==> config.mk <==
export PLATFORM = sky130hd
export DESIGN_NAME = sem_queue
export DESIGN_NICKNAME = d
export VERILOG_FILES = /design/src/rtl/sem_pkg.sv /design/src/rtl/sem_queue.sv
export SDC_FILE = /design/constraint.sdc
export NUM_CORES = 1
export LEC_CHECK = 0
export BUFFER_PORTS_ARGS = -buffer_cell sky130_fd_sc_hd__buf_2
export CORE_UTILIZATION = 25
export DETAILED_ROUTE_END_ITERATION = 8
export HOLD_SLACK_MARGIN = 0.06
export PLACE_DENSITY = 0.44
export SYNTH_ARGS = -nofsm -noshare
export SYNTH_HDL_FRONTEND = slang
export SYNTH_SLANG_ARGS = --single-unit
==> constraint.sdc <==
create_clock -name clk -period 11.52 [get_ports clk]
set_clock_uncertainty 0.2 [all_clocks]
set_input_delay 1.728 -clock clk [delete_from_list [all_inputs] [get_ports clk]]
set_output_delay 1.728 -clock clk [all_outputs]
set_load 0.1 [all_outputs]
==> src/rtl/sem_pkg.sv <==
// Shared types, constants and helpers for the Sobel edge magnitude block.
// Used by the front, queue, back and top-level modules; no dependencies.
package sem_pkg;

    localparam int PIX_W      = 16;
    localparam int COORD_W    = 9;
    localparam int CFG_IDX_W  = 2;
    localparam int CFG_DATA_W = 16;
    localparam int SIZE_W     = 10;

    localparam int DEF_MAX_WIDTH  = 512;
    localparam int DEF_MAX_HEIGHT = 512;

    localparam logic [CFG_IDX_W-1:0] REG_WIDTH  = 2'd0;
    localparam logic [CFG_IDX_W-1:0] REG_HEIGHT = 2'd1;
    localparam logic [CFG_IDX_W-1:0] REG_MAXVAL = 2'd2;

    // Squared sum of two 19-bit signed gradients fits in 38 bits.
    localparam int GRAD_W = 19;
    localparam int SQ_W   = 38;
    localparam int ROOT_W = SQ_W / 2;
    localparam int SQ_CNT_W = 5;

    // One window result request handed from front to back.
    typedef struct packed {
        logic [PIX_W-1:0]   w0, w1, w2, w3, w4, w5, w6, w7, w8;
        logic [COORD_W-1:0] row;
        logic [COORD_W-1:0] col;
        logic               last;
        logic               fend;
    } job_t;

endpackage

==> src/rtl/sem_queue.sv <==
// Small FIFO of window jobs between the front and back parts.
// Depends on sem_pkg for job_t.
module sem_queue (
    input  logic          clk,
    input  logic          rst_n,
    input  logic          wr_valid,
    output logic          wr_ready,
    input  sem_pkg::job_t wr_data,
    output logic          rd_valid,
    input  logic          rd_ready,
    output sem_pkg::job_t rd_data
);
    import sem_pkg::*;

    localparam int DEPTH = 4;
    localparam int PTR_W = 2;

    job_t             mem_reg [DEPTH];
    logic [PTR_W-1:0] wp_reg, wp_next, rp_reg, rp_next;
    logic [PTR_W:0]   cnt_reg, cnt_next;
    logic             push, pop;

    assign wr_ready = (cnt_reg != DEPTH[PTR_W:0]);
    assign rd_valid = (cnt_reg != '0);
    assign rd_data  = mem_reg[rp_reg];
    assign push     = wr_valid && wr_ready;
    assign pop      = rd_valid && rd_ready;

    // Pointer and count update.
    always_comb
    begin
        wp_next  = push ? wp_reg + 1'b1 : wp_reg;
        rp_next  = pop ? rp_reg + 1'b1 : rp_reg;
        cnt_next = cnt_reg + {{PTR_W{1'b0}}, push} - {{PTR_W{1'b0}}, pop};
    end

    always_ff @(posedge clk or negedge rst_n)
    begin
        if (!rst_n)
        begin
            wp_reg  <= '0;
            rp_reg  <= '0;
            cnt_reg <= '0;
        end
        else
        begin
            wp_reg  <= wp_next;
            rp_reg  <= rp_next;
            cnt_reg <= cnt_next;
        end
    end

    // Storage is written only on a push.
    always_ff @(posedge clk)
    begin
        if (push)
        begin
            mem_reg[wp_reg] <= wr_data;
        end
    end

`ifndef SYNTHESIS
    a_no_overflow: assert property (@(posedge clk) disable iff (!rst_n)
        cnt_reg <= DEPTH[PTR_W:0])
        else $error("queue count above depth");
    a_push_count: assert property (@(posedge clk) disable iff (!rst_n)
        (push && !pop) |=> (cnt_reg == $past(cnt_reg) + 1'b1))
        else $error("push did not raise count");
    a_pop_count: assert property (@(posedge clk) disable iff (!rst_n)
        (pop && !push) |=> (cnt_reg == $past(cnt_reg) - 1'b1))
        else $error("pop did not lower count");
`endif

endmodule

==> results of run 1 <==
==> synthesized netlist by cell type (all sizes together), types with 2 or more instances <==
cell type  number
edfxtp        656
mux4          164
buf            34
dfrtp           7
ha              6
inv             6
and3b           4
nand2b          4
clkbuf          3
xnor2           3
nand4bb         2
o211ai          2
==> area by class of cell <==
class                   count  area, um^2  share of cell area
inverters                   6        22.5            0.000758
multi-input cells         192        3970               0.134
flip-flops and latches    663       19900               0.669
clock buffers              90        2000              0.0672
well taps                1265        1580              0.0533
diodes                      4        10.0            0.000337
clock inverters            50         448              0.0151
repair buffers            343        1800              0.0607
==> worst max path at each step <==
stage,from,endpoint,depth (start not counted)
3_3_place_gp,rp_reg[0],rd_data[92],4
3_5_place_dp,rp_reg[0],rd_data[92],4
6_report,rp_reg[0],rd_data[92],4
2_1_floorplan,wr_valid,mem_reg[0][0],1
5_1_grt,rp_reg[0],rd_data[92],4
4_1_cts,rp_reg[0],rd_data[92],4
==> layout by cell type (no fill, tap or decap), types with 5 or more instances in the layout <==
master | netlist | final
edfxtp_1 | 656 | 656
buf_2 | 17 | 333
mux4_2 | 164 | 164
clkbuf_16 | 0 | 78
clkinv_1 | 0 | 18
clkinv_2 | 0 | 15
clkbuf_1 | 3 | 12
bufinv_16 | 0 | 7
inv_1 | 6 | 6
ha_1 | 6 | 6
inv_6 | 0 | 6
dfrtp_1 | 7 | 5
buf_12 | 0 | 5
buf_4 | 0 | 5
==> routing by layer <==
| metal | vias up | share of wire |
|---|---|---|
| met4 | 24 | 0.025 |
| met5 | - | 0.0026 |
| met3 | 113 | 0.084 |
| met1 | 5574 | 0.40 |
| li1 | 4697 | - |
| met2 | 304 | 0.49 |
==> metrics by stage <==
step	instances	utilization	hold slack, ns	cell area, um^2	setup slack (ns)
6_report	2613	0.312	0.405	29700	5.90
5_1_grt	2610	0.312	0.454	29700	5.52
4_1_cts	2609	0.312	0.409	29700	5.65
3_5_place_dp	2469	0.286	0.393	27300	6.35
3_3_place_gp	2469	0.286	0.387	27300	6.35
2_1_floorplan	898	-	0.343	24100	5.23
==> kinds of logic (layout without fill, tap and decap cells) <==
group | count (synthesis) | in the layout | synth area share
flip-flops | 663 | 663 | 0.823
buffers and inverters | 43 | 489 | 0.0130
other | 0 | 4 | 0
AND/OR/NAND/NOR | 13 | 13 | 0.00415
AO/OA/AOI/OAI | 4 | 4 | 0.00135
XOR/XNOR | 4 | 4 | 0.00145
adder cells (fa/ha/maj) | 7 | 7 | 0.00394
multiplexers | 164 | 164 | 0.153
==> critical path: stages, from the launching register on <==
cell	delay, ns
dfrtp_4	0.78
buf_4	0.60
buf_12	0.50
mux4_2	0.61
buf_2	0.31
==> results_dict.tcl, run 1 <==
set metrics [dict create \
    status "finished clean" \
    yosys_warnings 0 \
    clk_path_buf_depth 3 \
    crit_type "reg2out" \
    cts.sink_count 663 \
    grt_pass1_wl_um 77900 \
    cts_setup_buffers 0 \
    whs_endpoint "wp_reg[1]" \
    io_pins 334 \
    holdPathStages 2 \
    areaGrowthSynthToFinish_pct 23.1 \
    port_buffers 333 \
    setup_viol 0 \
    holdBufCountCts 0 \
    cts_tree "yes" \
    reg2reg_slack_ns 8.07 \
    synth-edff-count 656 \
    fin_crit_ns 5.62 \
    layout.nets 1458 \
    hold_viol_final 0 \
    via_count 10712 \
    synth_area_leaders "edfxtp_1, mux4_2, buf_6, dfrtp_1, buf_2" \
    nFillCells 9290 \
    ys_types 21 \
    grt.busiest_layer "met2" \
    yosysSeqAreaShare 0.823 \
    setup_tns_ns 0 \
    ys_async_sr_fraction 0.0106 \
    die_w_um 313 \
    cts-root-buf "clkbuf_16" \
    yosysTopAreaCell "edfxtp_1" \
    min_path_type "reg2reg" \
    fmax_mhz 178 \
    grtUsageMet2 0.179 \
    via_per_inst 4.10 \
    maxCapViolCount 0 \
    worstPathRequired_ns 9.59 \
    synth_area_um2 24100 \
    ys_seq_elements 663 \
    largest_reg_flops 656 \
    worstMarginPinSlew_ns 1.49 \
    cp_max_fo 77 \
    start_kind "flip-flop" \
    firstDrtPassIters 4 \
    track_usage 0.109 \
    rows 113 \
    grt.overflow.total 0 \
    core-area_um2 95300 \
    met3_usage 0.0468 \
    drive_gt1_frac 0.464 \
    arrival_ns 3.69 \
    antenna_found_initial 15 \
    synth_top_area_frac 0.816 \
    min_from "wp_reg[1]" \
    dieArea_um2 97800 \
    syn_nets 1073 \
    worstRegToRegCells 3 \
    h-tree-depth 3 \
    cts_resized 0 \
    antenna_left 0 \
    rsz0062_at_grt "false" \
    drt_iter0_markers 612 \
    cp-end-kind "output pin" \
    wl_um 52800 \
    detail_route.wl_per_cell_um 20.2 \
    syn_inst 898 \
    r2r-end "mem_reg[2][134]" \
    clk_latency_ns 0.62 \
    dp.final_hpwl_um 29500 \
    cts_made_buffers 77 \
    slew_violations 0 \
    gp_congestion 0.689 \
    worstReg2RegStart "cnt_reg[1]" \
    dieHeight_um 313 \
    synthesis.area_per_instance_um2 26.9 \
    slew_headroom 0.00542 \
    synthFlopType "edfxtp_1" \
    grt_pass1_vias 11737 \
    met1_usage 0.127 \
    cts.reportedPaths.clkPinSlew_ns 0.05 \
    initial_core_util 0.253 \
    grt_max_degree 121 \
    drc_errors 0 \
    period_share 0.488 \
]
Power of run 1 is not shown: default switching activity piles up to over one toggle a cycle in this logic, so the estimate is an artifact.
==> run 2: changes to the inputs <==
- clock period: 11.52 -> 5.45 ns (I/O delays scaled with it)
==> run 2 against run 1 <==
Utilization up 0.18 points. Final cell count is 0.15% higher. Routed wire length is 1.3% higher. Global-route usage up 0.071 points. Via count increased by 0.49%. Final area rose by 0.58%. Setup slack worse by 4.5 ns. First-iteration DRC count down 21%. Sequential share of layout area down 0.38 points. Count of clock-buffer cells in the layout rose by 4. Critical path depth is 1 lower.
==> results_dict.tcl, run 2 (synthesized netlist as in run 1, its figures left out) <==
set metrics [dict create \
    start_kind "flip-flop" \
    cts-root-buf "clkbuf_16" \
    worstPathRequired_ns 4.43 \
    min_from "wr_data[142]" \
    detail_route.wl_per_cell_um 20.4 \
    maxCapViolCount 0 \
    track_usage 0.109 \
    cts.reportedPaths.clkPinSlew_ns 0.05 \
    port_buffers 333 \
    path_buf_inv 2 \
    largest_reg_flops 656 \
    grt_pass1_vias 11812 \
    slew_violations 0 \
    grt_max_degree 86 \
    final_cell_mix "edfxtp_1, buf_2, mux4_2, clkbuf_16, clkbuf_1" \
    holdWs_ns 0.202 \
    dieArea_um2 97800 \
    via_count 10764 \
    grt.overflow.total 0 \
    io_pins 334 \
    holdPathStages 1 \
    fin_crit_ns 4.01 \
    h-tree-depth 3 \
    slowest_delay_ns 1.08 \
    layout_setup_ws_ns 1.44 \
    slew_headroom 0.310 \
    cp-end-kind "output pin" \
    grt_pass1_wl_um 78400 \
    worstReg2RegStart "cnt_reg[1]" \
    reg2reg_slack_ns 2.52 \
    setup_tns_ns 0 \
    r2r-end "cnt_reg[2]" \
    layout.nets 1470 \
    crit_type "reg2out" \
    via_per_inst 4.11 \
    path_cells "buf_4 -> mux4_2 -> buf_2" \
    dp.final_hpwl_um 31500 \
    die_w_um 313 \
    dieHeight_um 313 \
    drt_iter0_markers 485 \
    arrival_ns 2.99 \
    finish.utilization 0.314 \
    core-area_um2 95300 \
    min_path_type "in2reg" \
    status "finished clean" \
    cts_made_buffers 76 \
    wl_um 53500 \
    worstRegToRegCells 9 \
    nFillCells 9230 \
    drive_gt1_frac 0.466 \
    period_share 0.735 \
    final-seq-area_um2 19900 \
    gp_congestion 0.667 \
    drc_errors 0 \
    crit_family "flip-flops" \
    antenna_left 0 \
    cpMaxStageDelayCell "dfrtp_4" \
    firstDrtPassIters 5 \
    cts.sink_count 663 \
    fmax_mhz 250 \
    dp_slack_ns 1.98 \
    whs_endpoint "mem_reg[0][142]" \
    worstMarginPinSlew_ns 1.03 \
    clk_latency_ns 0.62 \
    cts_tree "yes" \
    multiInputGateArea_um2 3970 \
    setup_viol 0 \
    initial_core_util 0.253 \
    rows 113 \
    cp_max_fo 53 \
    rsz0062_at_grt "false" \
    layout.cells.most_common "edfxtp_1" \
    antenna_found_initial 14 \
    areaGrowthSynthToFinish_pct 23.8 \
    hold_viol_final 0 \
    clk_path_buf_depth 3 \
]
==> run 2: changes by cell type in the layout (fill, tap and decap cells not counted), moves of 2 or more <==
| cell | change |
|---|---|
| buf_12 | +8 |
| buf_4 | +4 |
| clkbuf_1 | +4 |
| clkinv_1 | -4 |
| clkinv_2 | -6 |
| clkinvlp_4 | +2 |
| diode_2 | -3 |
| inv_6 | -4 |
==> run 2: how the worst max path moves through the flow <==
stage,cells after the start,slack [ns],from,end
2_1_floorplan,1,0.07,wr_valid,mem_reg[0][0]
3_3_place_gp,3,2.00,rp_reg[0],rd_data[85]
3_5_place_dp,3,1.98,rp_reg[0],rd_data[85]
4_1_cts,3,1.26,rp_reg[0],rd_data[85]
5_1_grt,3,1.18,rp_reg[0],rd_data[85]
6_report,3,1.44,rp_reg[1],rd_data[71]
==> run 2: final cells by class <==
cell class | count | share of cell area
inverters | 6 | 0.000754
clock buffers | 94 | 0.0673
flip-flops and latches | 663 | 0.665
repair buffers | 356 | 0.0671
multi-input cells | 192 | 0.133
clock inverters | 40 | 0.0138
well taps | 1265 | 0.0530
diodes | 1 | 0.0000837
==> run 2: stage by stage <==
step	instance area [um^2]	cells
5_1_grt	29900	2616
2_1_floorplan	24100	898
4_1_cts	29900	2616
6_report	29900	2617
3_3_place_gp	27500	2481
3_5_place_dp	27500	2481
==> run 2: per-layer routing <==
| layer | GRT usage | part of all wire | wire length, um |
|---|---|---|---|
| met1 | 0.131 | 0.40 | 21600 |
| met2 | 0.176 | 0.48 | 25800 |
| met3 | 0.0478 | 0.085 | 4550 |
| met4 | 0.0361 | 0.025 | 1340 |
| met5 | 0 | 0.0027 | 147 |
==> run 2: what timing repair did <==
action                                 4_1_cts  5_1_grt
setup buffers                                0        0
hold buffers                                 1        0
endpoints found under the hold margin        7        0
resized for setup                            0        0
Power of run 2 is left out for the same reason.
